$ cat src/sv/qtbf_pkg.sv
// Shared types, codes and constants of the quoted token boundary finder.
package qtbf_pkg;

  localparam int DEF_MAX_LINE       = 4096;
  localparam int DEF_NUM_SEPARATORS = 4;
  localparam int SEP_REGS           = 4;
  localparam int POS_CAP            = 4096;

  localparam logic [7:0] CHAR_SPACE = 8'h20;
  localparam logic [7:0] CHAR_TAB   = 8'h09;
  localparam logic [7:0] CHAR_LF    = 8'h0A;
  localparam logic [7:0] CHAR_QUOTE = 8'h22;

  localparam logic [2:0] CFG_SEP_COUNT = 3'd0;
  localparam logic [2:0] CFG_SEP_A     = 3'd1;
  localparam logic [2:0] CFG_SEP_B     = 3'd2;
  localparam logic [2:0] CFG_SEP_C     = 3'd3;
  localparam logic [2:0] CFG_SEP_D     = 3'd4;

  localparam logic KIND_TOKEN   = 1'b0;
  localparam logic KIND_SUMMARY = 1'b1;

  localparam logic [1:0] STATUS_OK       = 2'd0;
  localparam logic [1:0] STATUS_QUOTE    = 2'd1;
  localparam logic [1:0] STATUS_TOO_LONG = 2'd2;

  localparam logic [11:0] TOKENS_MAX = 12'hFFF;

  typedef struct packed {
    logic        result_kind;
    logic [11:0] token_begin;
    logic [11:0] token_end;
    logic [10:0] token_number;
    logic [11:0] token_total;
    logic [1:0]  line_status;
    logic        last;
  } qtbf_result_t;

endpackage

$ cat src/sv/quoted_token_boundary_finder_unit.sv
// Top level of the quoted token boundary finder: line state, result queue, registers.
//
//   channel  direction  handshake             payload
//   in       input      in_valid / in_ready   char_code, has_char, end_of_line
//   out      output     out_valid / out_ready result_kind .. last
//   cfg      input      cfg_valid / cfg_ready cfg_index, cfg_data
//
// One input word is taken per cycle while the queue has room; its line state update is done in the same cycle.
// A word yields up to two result words, which wait in a four-entry result queue;
// a word that ends a token and its line therefore takes two queue entries.
// Input is taken while the queue has room for two entries; rst clears state and queue.
// Configuration writes are always taken, but have no effect while rst is high.
module quoted_token_boundary_finder_unit #(
  parameter int MAX_LINE       = qtbf_pkg::DEF_MAX_LINE,
  parameter int NUM_SEPARATORS = qtbf_pkg::DEF_NUM_SEPARATORS
) (
  input  logic        clk,
  input  logic        rst,
  input  logic        in_valid,
  output logic        in_ready,
  input  logic [7:0]  char_code,
  input  logic        has_char,
  input  logic        end_of_line,
  output logic        out_valid,
  input  logic        out_ready,
  output logic        result_kind,
  output logic [11:0] token_begin,
  output logic [11:0] token_end,
  output logic [10:0] token_number,
  output logic [11:0] token_total,
  output logic [1:0]  line_status,
  output logic        last,
  input  logic        cfg_valid,
  output logic        cfg_ready,
  input  logic [2:0]  cfg_index,
  input  logic [7:0]  cfg_data
);
  import qtbf_pkg::*;

  localparam int LINE_LIMIT = (MAX_LINE < POS_CAP) ? MAX_LINE : POS_CAP;
  localparam int SEP_LIMIT  = (NUM_SEPARATORS < SEP_REGS) ? NUM_SEPARATORS : SEP_REGS;
  localparam int DEPTH      = 4;

  logic [2:0]  separator_count;
  logic [7:0]  sep_reg [SEP_REGS];

  logic        inside_quote;
  logic        inside_token;
  logic [12:0] char_position;
  logic [11:0] start_position;
  logic [11:0] tokens_so_far;
  logic        overflowed;

  qtbf_result_t fifo [DEPTH];
  logic [1:0]  rd_ptr;
  logic [1:0]  wr_ptr;
  logic [2:0]  count;

  logic        accept;
  logic        pop;
  logic [2:0]  sep_used;
  logic        is_sep;
  logic        quote_1;
  logic        token_1;
  logic [12:0] pos_1;
  logic [11:0] start_1;
  logic        ovf_1;
  logic        emit_a;
  logic        emit_b;
  logic        emit_tok;
  logic [11:0] tok_begin;
  logic [11:0] tok_end;
  logic [11:0] tokens_2;
  logic [1:0]  status;
  qtbf_result_t tok_res;
  qtbf_result_t sum_res;
  qtbf_result_t slot0;
  qtbf_result_t slot1;
  logic [1:0]  push_n;

  assign cfg_ready = 1'b1;
  assign in_ready  = (count <= 3'(DEPTH - 2));
  assign accept    = in_valid && in_ready;
  assign out_valid = (count != 3'd0);
  assign pop       = out_valid && out_ready;

  always_comb begin
    sep_used = (separator_count > 3'(SEP_LIMIT)) ? 3'(SEP_LIMIT) : separator_count;
    is_sep   = 1'b0;
    for (int k = 0; k < SEP_REGS; k++) begin
      if ((3'(k) < sep_used) && (sep_reg[k] == char_code)) begin
        is_sep = 1'b1;
      end
    end
  end

  always_comb begin
    quote_1   = inside_quote;
    token_1   = inside_token;
    pos_1     = char_position;
    start_1   = start_position;
    ovf_1     = overflowed;
    emit_a    = 1'b0;
    tok_begin = start_position;
    tok_end   = char_position[11:0] - 12'd1;
    if (has_char) begin
      if (char_position >= 13'(LINE_LIMIT)) begin
        ovf_1 = 1'b1;
      end else begin
        pos_1 = char_position + 13'd1;
        if (inside_quote) begin
          if (char_code == CHAR_QUOTE) begin
            quote_1 = 1'b0;
          end
        end else if (char_code == CHAR_QUOTE) begin
          quote_1 = 1'b1;
          start_1 = char_position[11:0];
          token_1 = 1'b1;
        end else if (char_code == CHAR_SPACE || char_code == CHAR_TAB ||
                     char_code == CHAR_LF || is_sep) begin
          if (inside_token) begin
            emit_a  = 1'b1;
            token_1 = 1'b0;
          end
        end else if (!inside_token) begin
          start_1 = char_position[11:0];
          token_1 = 1'b1;
        end
      end
    end
    emit_b = end_of_line && !quote_1 && token_1 && (pos_1 != 13'd0);
    if (!emit_a) begin
      tok_begin = start_1;
      tok_end   = 12'(pos_1 - 13'd1);
    end
    emit_tok = emit_a || emit_b;
    tokens_2 = (emit_tok && tokens_so_far < TOKENS_MAX) ? tokens_so_far + 12'd1
                                                         : tokens_so_far;
    if (ovf_1) begin
      status = STATUS_TOO_LONG;
    end else if (quote_1) begin
      status = STATUS_QUOTE;
    end else begin
      status = STATUS_OK;
    end

    tok_res = '{result_kind: KIND_TOKEN, token_begin: tok_begin, token_end: tok_end,
                token_number: tokens_so_far[10:0], token_total: 12'd0,
                line_status: STATUS_OK, last: 1'b0};
    sum_res = '{result_kind: KIND_SUMMARY, token_begin: 12'd0, token_end: 12'd0,
                token_number: 11'd0, token_total: tokens_2,
                line_status: status, last: 1'b1};
    if (emit_tok) begin
      slot0  = tok_res;
      slot1  = sum_res;
      push_n = end_of_line ? 2'd2 : 2'd1;
    end else begin
      slot0  = sum_res;
      slot1  = sum_res;
      push_n = end_of_line ? 2'd1 : 2'd0;
    end
  end

  always_ff @(posedge clk) begin
    if (rst) begin
      separator_count <= 3'd0;
      sep_reg[0]      <= 8'd44;
      sep_reg[1]      <= 8'd0;
      sep_reg[2]      <= 8'd0;
      sep_reg[3]      <= 8'd0;
    end else if (cfg_valid) begin
      unique case (cfg_index)
        CFG_SEP_COUNT: separator_count <= cfg_data[2:0];
        CFG_SEP_A:     sep_reg[0] <= cfg_data;
        CFG_SEP_B:     sep_reg[1] <= cfg_data;
        CFG_SEP_C:     sep_reg[2] <= cfg_data;
        CFG_SEP_D:     sep_reg[3] <= cfg_data;
        default: begin
        end
      endcase
    end
  end

  always_ff @(posedge clk) begin
    if (rst) begin
      inside_quote   <= 1'b0;
      inside_token   <= 1'b0;
      char_position  <= 13'd0;
      start_position <= 12'd0;
      tokens_so_far  <= 12'd0;
      overflowed     <= 1'b0;
    end else if (accept) begin
      if (end_of_line) begin
        inside_quote   <= 1'b0;
        inside_token   <= 1'b0;
        char_position  <= 13'd0;
        start_position <= 12'd0;
        tokens_so_far  <= 12'd0;
        overflowed     <= 1'b0;
      end else begin
        inside_quote   <= quote_1;
        inside_token   <= token_1;
        char_position  <= pos_1;
        start_position <= start_1;
        tokens_so_far  <= tokens_2;
        overflowed     <= ovf_1;
      end
    end
  end

  always_ff @(posedge clk) begin
    if (accept && push_n != 2'd0) begin
      fifo[wr_ptr] <= slot0;
    end
    if (accept && push_n == 2'd2) begin
      fifo[wr_ptr + 2'd1] <= slot1;
    end
  end

  always_ff @(posedge clk) begin
    if (rst) begin
      rd_ptr <= 2'd0;
      wr_ptr <= 2'd0;
      count  <= 3'd0;
    end else begin
      if (accept) begin
        wr_ptr <= wr_ptr + push_n;
      end
      if (pop) begin
        rd_ptr <= rd_ptr + 2'd1;
      end
      count <= count + (accept ? 3'(push_n) : 3'd0) - (pop ? 3'd1 : 3'd0);
    end
  end

  assign result_kind  = fifo[rd_ptr].result_kind;
  assign token_begin  = fifo[rd_ptr].token_begin;
  assign token_end    = fifo[rd_ptr].token_end;
  assign token_number = fifo[rd_ptr].token_number;
  assign token_total  = fifo[rd_ptr].token_total;
  assign line_status  = fifo[rd_ptr].line_status;
  assign last         = fifo[rd_ptr].last;

endmodule

$ cat config.mk
export PLATFORM = sky130hd
export DESIGN_NAME = quoted_token_boundary_finder_unit
export DESIGN_NICKNAME = d
export VERILOG_FILES = /design/src/sv/qtbf_pkg.sv /design/src/sv/quoted_token_boundary_finder_unit.sv
export SDC_FILE = /design/constraint.sdc
export NUM_CORES = 1
export LEC_CHECK = 0
export ABC_AREA = 1
export ABC_CLOCK_PERIOD_IN_PS = 6400
export BUFFER_PORTS_ARGS = -buffer_cell sky130_fd_sc_hd__buf_4
export CAP_MARGIN = 20
export CORE_MARGIN = 10
export CORE_UTILIZATION = 66
export CTS_CLUSTER_SIZE = 30
export DETAILED_ROUTE_END_ITERATION = 8
export HOLD_SLACK_MARGIN = 0.12
export PLACE_DENSITY = 0.91
export SLEW_MARGIN = 40
export SYNTH_ARGS = -nofsm -noshare
export SYNTH_HDL_FRONTEND = slang
export SYNTH_SLANG_ARGS = --single-unit
$ cat constraint.sdc
create_clock -name clk -period 6.4 [get_ports clk]
set_clock_uncertainty 0.2 [all_clocks]
set_input_delay 0.96 -clock clk [delete_from_list [all_inputs] [get_ports clk]]
set_output_delay 0.96 -clock clk [all_outputs]
set_load 0.05 [all_outputs]
==> impl_table.tex, run 1 <==
\begin{tabular}{lr}
\hline
Metric & Value \\
\hline
\multicolumn{2}{l}{\textbf{Global routing}} \\
Global-route wire length before repair & 58500 um \\
Antenna violations before repair & 0 \\
Final global-route overflow total & 0 \\
Vias in the first global route & 11800 \\
Largest net degree at the start of global routing & 101 \\
Total global-route track usage & 0.266 \\
\multicolumn{2}{l}{\textbf{Timing}} \\
Post-layout min period & 4.24 ns \\
RSZ-0062 raised after global routing & false \\
Sum of negative setup slack & 0 ns \\
Hold violation total from the final report & 0 \\
Post-Route Hold Slack & between 0.2 and 0.3 ns \\
Crit path setup slack, layout & 2.16 ns \\
Crit share post-route & 0.662 \\
Fmax & 236 MHz \\
Max-Slew Margin vs Limit & 0.479 \\
Slew of the pin with the lowest slew margin & 0.780 ns \\
Setup violation total in the final timing report & 0 \\
Final count of pins violating max slew & 0 \\
\multicolumn{2}{l}{\textbf{Route}} \\
Post-detailed-route DRC marker count & 0 \\
Number of iterations in the first detailed-routing pass & 8 \\
Via count & between 10000 and 15000 \\
Number of routed nets with antenna violations & 0 \\
Avg Vias per Cell & between 5 and 6 \\
Wire length after detailed routing & 36100 um \\
Routed WL per cell & approximately 18 um \\
Iter 0 DRT Violations & 1312 \\
\multicolumn{2}{l}{\textbf{Floorplan}} \\
Initial core utilization & 0.678 \\
Area of the core region & 19700 um\^{}2 \\
Placement Rows & 51 \\
X dimension of the die & roughly 160 um \\
Vertical extent of the die & 162 um \\
Total Die Area & 26300 um\^{}2 \\
Number of placed I/O pins & 80 \\
\multicolumn{2}{l}{\textbf{CTS}} \\
Sinks on the clock net & 284 \\
Hold-fix buffers at CTS & 0 \\
Total number of H-tree levels & 1 \\
Number of buffers added by the clock tree synthesis step & 28 \\
Setup Buffers After CTS & 0 \\
Clock latency on the worst-skew pair & 0.54 ns \\
Clock Tree Buf Depth & 3 \\
Post\_cts resized & 0 \\
Post-CTS clock slew at the launch and capture registers of the worst setup and hold paths & 0.07 ns \\
CTS tree & done \\
CTS Root Cell & sky130\_fd\_sc\_hd\_\_clkbuf\_16 \\
\multicolumn{2}{l}{\textbf{Setup path}} \\
Kind of end point of the critical path & register \\
Max Fanout on Critical Path & 61 \\
Cell count of the worst reg-to-reg path & 21 \\
FF-to-FF Start & char\_position[0]\$\_SDFFE\_PP0P\_ \\
Reg-to-reg endpoint & fifo[1][33]\$\_SDFFE\_PP0N\_ \\
Signal arrival time at the worst endpoint & $\sim$4.5 ns \\
Setup Crit Path Kind & in2reg \\
Required time reported for the critical path endpoint & 6.61 ns \\
R2R Setup Slk & 2.27 ns \\
Launching element type of the critical path & input pin \\
\multicolumn{2}{l}{\textbf{Logic synthesis}} \\
Synth warn & 0 \\
Post-Synthesis Net Count & $\sim$1800 \\
Post-synthesis average cell area & roughly 7.7 um\^{}2 \\
Count of state elements after synthesis & 284 \\
Proportion of synthesized chip area in sequential cells & 0.493 \\
Number of instances in the synthesized netlist & 1734 \\
Netlist area before placement & 13300 um\^{}2 \\
Post-synth cell types & between 40 and 50 \\
\multicolumn{2}{l}{\textbf{Power and ir drop}} \\
Sequential fraction of design power & 0.383 \\
Ratio of total power to cell area & 354 nW/um\^{}2 \\
Switching Share & 0.363 \\
Clock power share & 0.319 \\
Psw & roughly 0.0019 W \\
Static leakage & 5.84 nW \\
Maximum VDD drop & 0.319 mV \\
Part of the total power dissipated in combinational logic & 0.297 \\
Internal power & 0.00335 W \\
\multicolumn{2}{l}{\textbf{Final layout}} \\
Number of flip-flops under the largest register name & 200 \\
Final Cell Area & 14900 um\^{}2 \\
Layout Area Growth over Synthesis & 11.5\% \\
Net count reported at finish & 1792 \\
Fraction of final layout cells with drive strength greater than 1 & 0.109 \\
Antenna diode count & 0 \\
Final standard cell count with taps included and fillers excluded & 2042 \\
\multicolumn{2}{l}{\textbf{Place}} \\
GPL Wtd Cong & 0.926 \\
PortBufs & slightly below 80 \\
Post-detail-place hpwl & 22300 um \\
Pre-CTS setup slack & 1.69 ns \\
Placed inst area & 13900 um\^{}2 \\
\# placed instances & 1990 \\
\multicolumn{2}{l}{\textbf{Hold path}} \\
Hold path start & fifo[2][28]\$\_SDFFE\_PP0P\_ \\
Destination of the worst hold path & fifo[2][28]\$\_SDFFE\_PP0P\_ \\
Hold crit path type & reg2reg \\
Depth of the worst hold-timing path & 2 \\
\multicolumn{2}{l}{\textbf{Status}} \\
Outcome & finished, final reports clean \\
\multicolumn{2}{l}{\textbf{Run}} \\
Number of maximum-capacitance violations & 0 \\
\hline
\end{tabular}
## power by group through the flow
stage | Sequential (W) | Combinational, W | Clock, W
2_1_floorplan | 0.00203 | 0.00112 | 0
3_3_place_gp | 0.00204 | 0.00152 | 0
3_5_place_dp | 0.00205 | 0.00155 | 0
4_1_cts | 0.00201 | 0.00156 | 0.00168
5_1_grt | 0.00202 | 0.00167 | 0.00175
6_report | 0.00201 | 0.00156 | 0.00168
## area by class of cell
class,instances,area [um^2]
clock buffer,35,810
clock inverter,17,150
fill,1456,4800
inverter,117,442
multi-input combinational,1228,5830
sequential,284,6570
tap,265,332
timing repair buffer,96,724
## logic make-up after synthesis
logic type,share of synthesized area
fa+ha+maj,0.0109
xor+xnor,0.0256
buf+inv,0.0693
mux,0.000846
compound gates,0.164
simple gates,0.236
other cells,0.000282
flops,0.493
## how the worst max path moves through the flow
stage                             from                   to  cells after the start
after global routing      char_code[6]  count[2]$_SDFF_PP0_                     17
after CTS                 char_code[6]  count[2]$_SDFF_PP0_                     17
final                     char_code[7]  count[2]$_SDFF_PP0_                     17
after global placement    char_code[6]  count[2]$_SDFF_PP0_                     17
after detailed placement  char_code[7]  count[2]$_SDFF_PP0_                     17
after floorplan           char_code[0]  count[2]$_SDFF_PP0_                     23
## critical path, stage by stage
cell,delay [ns]
sky130_fd_sc_hd__buf_4,0.12
sky130_fd_sc_hd__inv_2,0.05
sky130_fd_sc_hd__nand3_1,0.07
sky130_fd_sc_hd__nor2_1,0.06
sky130_fd_sc_hd__nand2_2,0.08
sky130_fd_sc_hd__nand2_1,0.08
sky130_fd_sc_hd__nor3_2,0.52
sky130_fd_sc_hd__nand2_2,0.37
sky130_fd_sc_hd__nand2_4,0.16
sky130_fd_sc_hd__buf_4,0.56
sky130_fd_sc_hd__ha_1,0.32
sky130_fd_sc_hd__nand2_1,0.09
sky130_fd_sc_hd__ha_1,0.30
sky130_fd_sc_hd__fa_1,0.43
sky130_fd_sc_hd__xor2_1,0.17
sky130_fd_sc_hd__inv_1,0.06
sky130_fd_sc_hd__nor2_1,0.03
## per-stage QoR
step	total power [W]	util
3_5_place_dp	0.00360	0.707
3_3_place_gp	0.00357	0.707
6_report	0.00526	0.756
5_1_grt	0.00544	0.756
2_1_floorplan	0.00316	-
4_1_cts	0.00525	0.756
## synthesized netlist by cell type (all sizes together)
master / instances / area share
dfxtp: 196 / 0.29
a31oi: 1 / 0.00047
xnor2: 8 / 0.0053
mux2: 1 / 0.00085
a21oi: 51 / 0.019
nor3: 15 / 0.0060
o21bai: 1 / 0.00085
nor2: 204 / 0.058
nand3: 67 / 0.026
buf: 36 / 0.017
inv: 117 / 0.033
nor3b: 1 / 0.00094
nand3b: 3 / 0.0017
conb: 1 / 0.00028
ha: 10 / 0.0094
a22oi: 2 / 0.0011
or2: 5 / 0.0023
a2bb2oi: 2 / 0.0013
edfxtp: 88 / 0.20
nand2: 455 / 0.13
clkbuf: 69 / 0.019
o22ai: 98 / 0.046
xor2: 30 / 0.020
fa: 1 / 0.0015
o31ai: 3 / 0.0017
nor4: 2 / 0.00094
o21ai: 247 / 0.093
nand4: 20 / 0.0094
## cells in the final DEF, fill, tap and decap left out, types with 10 or more instances in the layout
master,synthesis,routed
sky130_fd_sc_hd__o21ai_0,200,200
sky130_fd_sc_hd__nand3_1,64,64
sky130_fd_sc_hd__o22ai_1,98,98
sky130_fd_sc_hd__dfxtp_1,196,195
sky130_fd_sc_hd__nor2_1,200,199
sky130_fd_sc_hd__nand2_1,448,448
sky130_fd_sc_hd__xor2_1,29,29
sky130_fd_sc_hd__clkbuf_16,0,30
sky130_fd_sc_hd__edfxtp_1,88,88
sky130_fd_sc_hd__nand4_1,20,20
sky130_fd_sc_hd__inv_1,95,95
sky130_fd_sc_hd__nor3_1,14,14
sky130_fd_sc_hd__a21oi_1,50,50
sky130_fd_sc_hd__ha_1,10,10
sky130_fd_sc_hd__o21ai_1,47,47
sky130_fd_sc_hd__buf_4,11,95
sky130_fd_sc_hd__inv_2,22,22
## layer usage
| metal | wire (um) | global-route usage |
|---|---|---|
| met1 | 14000 | 0.317 |
| met2 | 18300 | 0.474 |
| met3 | 2920 | 0.0407 |
| met4 | 934 | 0.0972 |
| met5 | 0 | 0 |
No activity file was read; power rests on OpenSTA's default activity.
==> inputs of run 2 (changes only) <==
--- a/config.mk
+++ b/config.mk
@@ -5,16 +5,16 @@
 export SDC_FILE = /design/constraint.sdc
 export NUM_CORES = 1
 export LEC_CHECK = 0
-export ABC_AREA = 1
-export ABC_CLOCK_PERIOD_IN_PS = 6400
+export ABC_AREA = 0
+export ABC_CLOCK_PERIOD_IN_PS = 3800
 export BUFFER_PORTS_ARGS = -buffer_cell sky130_fd_sc_hd__buf_4
 export CAP_MARGIN = 20
 export CORE_MARGIN = 10
-export CORE_UTILIZATION = 66
+export CORE_UTILIZATION = 55
 export CTS_CLUSTER_SIZE = 30
 export DETAILED_ROUTE_END_ITERATION = 8
 export HOLD_SLACK_MARGIN = 0.12
-export PLACE_DENSITY = 0.91
+export PLACE_DENSITY = 0.81
 export SLEW_MARGIN = 40
 export SYNTH_ARGS = -nofsm -noshare
 export SYNTH_HDL_FRONTEND = slang
==> constraint.sdc (replaced) <==
create_clock -name clk -period 3.8 [get_ports clk]
set_clock_uncertainty 0.2 [all_clocks]
set_input_delay 0.57 -clock clk [delete_from_list [all_inputs] [get_ports clk]]
set_output_delay 0.57 -clock clk [all_outputs]
set_load 0.05 [all_outputs]
==> run 2 against run 1 <==
Global-route usage decreased by 3.0 points. Sequential power increased by 71%. Synthesized cell count decreased by 20%. Utilization decreased by 7.1 points. Register-to-register slack got worse by 2.3 ns. Sequential share of layout area decreased by 5.0 points. Flip-flop and latch count unchanged. Worst hold slack got worse by 0.12 ns. Via count decreased by 4.4%. Total power increased by 57%. Critical path depth increased by 2. Highest routed layer unchanged.
==> impl_table.tex, run 2 <==
\begin{tabular}{lr}
\hline
Metric & Value \\
\hline
\multicolumn{2}{l}{\textbf{Status}} \\
Outcome & finished, final reports clean \\
\multicolumn{2}{l}{\textbf{Final layout}} \\
Most frequent cells in the layout & sky130\_fd\_sc\_hd\_\_dfxtp\_1 (192), sky130\_fd\_sc\_hd\_\_buf\_4 (188), sky130\_fd\_sc\_hd\_\_nand3\_1 (134), sky130\_fd\_sc\_hd\_\_o21ai\_0 (116), sky130\_fd\_sc\_hd\_\_nor2\_1 (95) \\
Final Cell Area & 16800 um\^{}2 (+13\%) \\
Net count reported at finish & 1540 (-14\%) \\
Number of flip-flops under the largest register name & 200 (unchanged) \\
Number of inserted filler cells in the final layout & 1753 (+20\%) \\
Antenna diode count & 0 (unchanged) \\
Layout Area Growth over Synthesis & 22.0\% \\
Register cell area after layout & 6580 um\^{}2 (+0.13\%) \\
Multi-input gate area & 6830 um\^{}2 (+17\%) \\
Final Core Density & 0.685 (-0.0710) \\
Fraction of final layout cells with drive strength greater than 1 & 0.247 (+0.139) \\
Most common cell after layout, fill and taps aside & sky130\_fd\_sc\_hd\_\_dfxtp\_1 \\
Final standard cell count with taps included and fillers excluded & 1849 (-9.5\%) \\
\multicolumn{2}{l}{\textbf{Logic synthesis}} \\
Count of state elements after synthesis & 284 (unchanged) \\
Share of the synthesized area in the top cell type & 0.286 (-0.00881) \\
Top-count cell post-synth & sky130\_fd\_sc\_hd\_\_dfxtp\_1 \\
Post-synth cell types & 69 (+64\%) \\
Top cells by area, synth & sky130\_fd\_sc\_hd\_\_dfxtp\_1 (29\%), sky130\_fd\_sc\_hd\_\_edfxtp\_1 (19\%), sky130\_fd\_sc\_hd\_\_mux4\_2 (8.2\%), sky130\_fd\_sc\_hd\_\_nand3\_1 (5.0\%), sky130\_fd\_sc\_hd\_\_o21ai\_0 (4.5\%) \\
Post-synthesis average cell area & 9.89 um\^{}2 (+29\%) \\
Synth area leader & sky130\_fd\_sc\_hd\_\_dfxtp\_1 \\
Top post-synthesis cells by count & sky130\_fd\_sc\_hd\_\_dfxtp\_1 (196), sky130\_fd\_sc\_hd\_\_nand3\_1 (138), sky130\_fd\_sc\_hd\_\_o21ai\_0 (123) \\
Post-Synthesis Net Count & 1425 (-20\%) \\
Predominant post-synthesis flop cell & sky130\_fd\_sc\_hd\_\_dfxtp\_1 \\
Post-synth EDFFs & 88 (unchanged) \\
Async set-reset flop share out of synthesis & 0 (unchanged) \\
Synth warn & 0 (unchanged) \\
Netlist area before placement & 13700 um\^{}2 (+3.1\%) \\
Number of instances in the synthesized netlist & 1388 (-20\%) \\
Proportion of synthesized chip area in sequential cells & 0.478 (-0.0147) \\
\multicolumn{2}{l}{\textbf{Setup path}} \\
Worst Setup SP & char\_position[1]\$\_SDFFE\_PP0P\_ \\
FF-to-FF Start & char\_position[1]\$\_SDFFE\_PP0P\_ \\
Launching element type of the critical path & register \\
Kind of end point of the critical path & register \\
R2R Setup Slk & 0.005 ns (-2.26 ns) \\
Cell count of the worst reg-to-reg path & 19 (-9.5\%) \\
Signal arrival time at the worst endpoint & 4.02 ns (-0.43 ns) \\
Setup Crit Path Kind & reg2reg \\
Max Fanout on Critical Path & 8 (-87\%) \\
Crit path capture & count[2]\$\_SDFF\_PP0\_ \\
Required time reported for the critical path endpoint & 4.02 ns (-2.59 ns) \\
Reg-to-reg endpoint & count[2]\$\_SDFF\_PP0\_ \\
\multicolumn{2}{l}{\textbf{Power and ir drop}} \\
Static leakage & 6.06 nW (+3.7\%) \\
Maximum VDD drop & 0.566 mV (+77\%) \\
Post-layout power & 0.00823 W (+57\%) \\
Ratio of total power to cell area & 491 nW/um\^{}2 (+39\%) \\
\multicolumn{2}{l}{\textbf{Route}} \\
Via count & 11700 (-4.4\%) \\
Number of iterations in the first detailed-routing pass & 6 (-2) \\
Avg Vias per Cell & 6.33 (+5.6\%) \\
Post-detailed-route DRC marker count & 0 (unchanged) \\
Number of routed nets with antenna violations & 0 (unchanged) \\
Iter 0 DRT Violations & 1471 (+12\%) \\
Routed WL per cell & 21.1 um (+19\%) \\
Wire length after detailed routing & 39000 um (+7.9\%) \\
\multicolumn{2}{l}{\textbf{Timing}} \\
Post-layout min period & 3.79 ns \\
Slew of the pin with the lowest slew margin & 0.752 ns (-0.0282 ns) \\
Final count of pins violating max slew & 0 (unchanged) \\
Fmax & roughly 260 MHz \\
Hold violation total from the final report & 0 (unchanged) \\
Setup violation total in the final timing report & 0 (unchanged) \\
RSZ-0062 raised after global routing & true \\
Max-Slew Margin vs Limit & 0.495 (+0.0162) \\
Post-Route Hold Slack & 0.133 ns (-0.118 ns) \\
Crit share post-route & 0.999 \\
\multicolumn{2}{l}{\textbf{Floorplan}} \\
Initial core utilization & 0.561 (-0.116) \\
Number of placed I/O pins & 80 (unchanged) \\
Vertical extent of the die & 178 um (+9.8\%) \\
X dimension of the die & 178 um (+9.8\%) \\
Total Die Area & 31700 um\^{}2 (+21\%) \\
Area of the core region & 24500 um\^{}2 (+24\%) \\
Placement Rows & 57 (+12\%) \\
\multicolumn{2}{l}{\textbf{Global routing}} \\
Met3 Track Usage GR & 0.0378 (-0.00285) \\
Global routing's busiest layer & met2 \\
Antenna violations before repair & 0 (unchanged) \\
Total global-route track usage & 0.236 (-0.0299) \\
Met2 track demand over resource & 0.402 (-0.0715) \\
Largest net degree at the start of global routing & 60 (-41\%) \\
Global-route wire length before repair & 60500 um (+3.4\%) \\
Final global-route overflow total & 0 (unchanged) \\
Vias in the first global route & 11300 (-3.8\%) \\
Met1 track demand over resource & 0.295 (-0.0219) \\
\multicolumn{2}{l}{\textbf{Place}} \\
PortBufs & 78 (unchanged) \\
GPL Wtd Cong & 0.920 (-0.62\%) \\
Post-detail-place hpwl & 25500 um (+15\%) \\
Placed inst area & 15500 um\^{}2 (+11\%) \\
\# placed instances & 1788 (-10\%) \\
\multicolumn{2}{l}{\textbf{CTS}} \\
Sinks on the clock net & 284 (unchanged) \\
Total number of H-tree levels & 1 (unchanged) \\
Clock Tree Buf Depth & 3 (unchanged) \\
Post-CTS clock slew at the launch and capture registers of the worst setup and hold paths & 0.06 ns (about the same) \\
Clock latency on the worst-skew pair & 0.56 ns (+0.02 ns) \\
CTS tree & done \\
CTS Root Cell & sky130\_fd\_sc\_hd\_\_clkbuf\_16 \\
Number of buffers added by the clock tree synthesis step & 29 (+3.6\%) \\
\multicolumn{2}{l}{\textbf{Run}} \\
Number of maximum-capacitance violations & 0 (unchanged) \\
\multicolumn{2}{l}{\textbf{Hold path}} \\
Hold crit path type & in2reg \\
\hline
\end{tabular}
==> run 2: changes by cell type after synthesis, moves of 46 or more <==
cell                      before  now
sky130_fd_sc_hd__o22ai_1      98    4
sky130_fd_sc_hd__nand3_1      64  138
sky130_fd_sc_hd__o31ai_1       3   49
sky130_fd_sc_hd__o21ai_0     200  123
sky130_fd_sc_hd__nand2_1     448   73
sky130_fd_sc_hd__nor2_1      200   98
sky130_fd_sc_hd__inv_1        95   17
sky130_fd_sc_hd__mux4_2        0   50
==> run 2: power by group <==
group          switching [W]  leakage [nW]  total [W]  internal [W]
sequential          0.000142          2.38    0.00343       0.00329
clock                0.00122         0.483    0.00292       0.00170
combinational        0.00116          3.20    0.00188      0.000722
==> run 2: critical path, cell delays in order (launching register included) <==
cell                       delay (ns)
sky130_fd_sc_hd__dfxtp_2         0.36
sky130_fd_sc_hd__buf_4           0.18
sky130_fd_sc_hd__nand4b_4        0.20
sky130_fd_sc_hd__mux2i_2         0.33
sky130_fd_sc_hd__a31oi_4         0.13
sky130_fd_sc_hd__a21oi_2         0.17
sky130_fd_sc_hd__a311oi_2        0.15
sky130_fd_sc_hd__o21ai_2         0.18
sky130_fd_sc_hd__and2_4          0.18
sky130_fd_sc_hd__inv_6           0.03
sky130_fd_sc_hd__ha_4            0.27
sky130_fd_sc_hd__nand2_4         0.05
sky130_fd_sc_hd__ha_4            0.25
sky130_fd_sc_hd__inv_2           0.06
sky130_fd_sc_hd__ha_4            0.12
sky130_fd_sc_hd__inv_2           0.04
sky130_fd_sc_hd__fa_2            0.39
sky130_fd_sc_hd__xnor2_2         0.17
sky130_fd_sc_hd__xnor2_1         0.13
sky130_fd_sc_hd__nor2_1          0.05
==> run 2: final cells by class <==
cell class	instances	share of cell area
Multi-Input combinational cell	955	0.408
Timing Repair Buffer	214	0.110
Inverter	19	0.00695
Clock buffer	41	0.0509
Clock inverter	12	0.00814
Tap cell	324	0.0242
Sequential cell	284	0.393
==> run 2: kinds of logic (layout without fill, tap and decap cells) <==
kind of cell	after synthesis	after routing	synth area share
xor+xnor	62	62	0.0396
flops	284	284	0.478
other cells	1	1	0.000273
simple gates	468	468	0.172
mux	75	75	0.101
fa+ha+maj	11	11	0.0106
compound gates	338	338	0.154
buf+inv	149	286	0.0446
==> run 2: metrics by stage <==
step                      setup WS [ns]  TNS (ns)
after CTS                      -0.00904  -0.00904
after floorplan                  -0.586     -4.55
after global placement           -0.316     -3.76
after detailed placement         -0.393    -16.82
final                           0.00543         0
after global routing             -0.115    -0.136
==> run 2: how the worst min path moves through the flow <==
stage	cells after the start	from	end
floorplan	2	fifo[3][0]$_SDFFE_PP1N_	fifo[3][0]$_SDFFE_PP1N_
global placement	2	fifo[2][0]$_SDFFE_PP1P_	fifo[2][0]$_SDFFE_PP1P_
detailed placement	2	fifo[2][0]$_SDFFE_PP1P_	fifo[2][0]$_SDFFE_PP1P_
CTS	2	cfg_data[4]	sep_reg[2][4]$_SDFFCE_PN0P_
global route	2	cfg_data[4]	sep_reg[3][4]$_SDFFCE_PN0P_
finish	2	cfg_data[4]	sep_reg[1][4]$_SDFFCE_PN0P_
==> run 2: routing by layer <==
layer	wire, um	vias to the layer above
met5	0	-
met1	15100	5634
met2	19200	627
li1	-	5334
met3	3380	106
met4	1320	0
==> run 2: what timing repair did <==
action / in CTS / in global routing
gates resized for setup: 11 / 30
endpoints found under the hold margin: 14 / 0
pin swaps: 11 / 13
setup buffers: 1 / 1
setup endpoints to repair: 6 / 37
hold buffers: 6 / 0
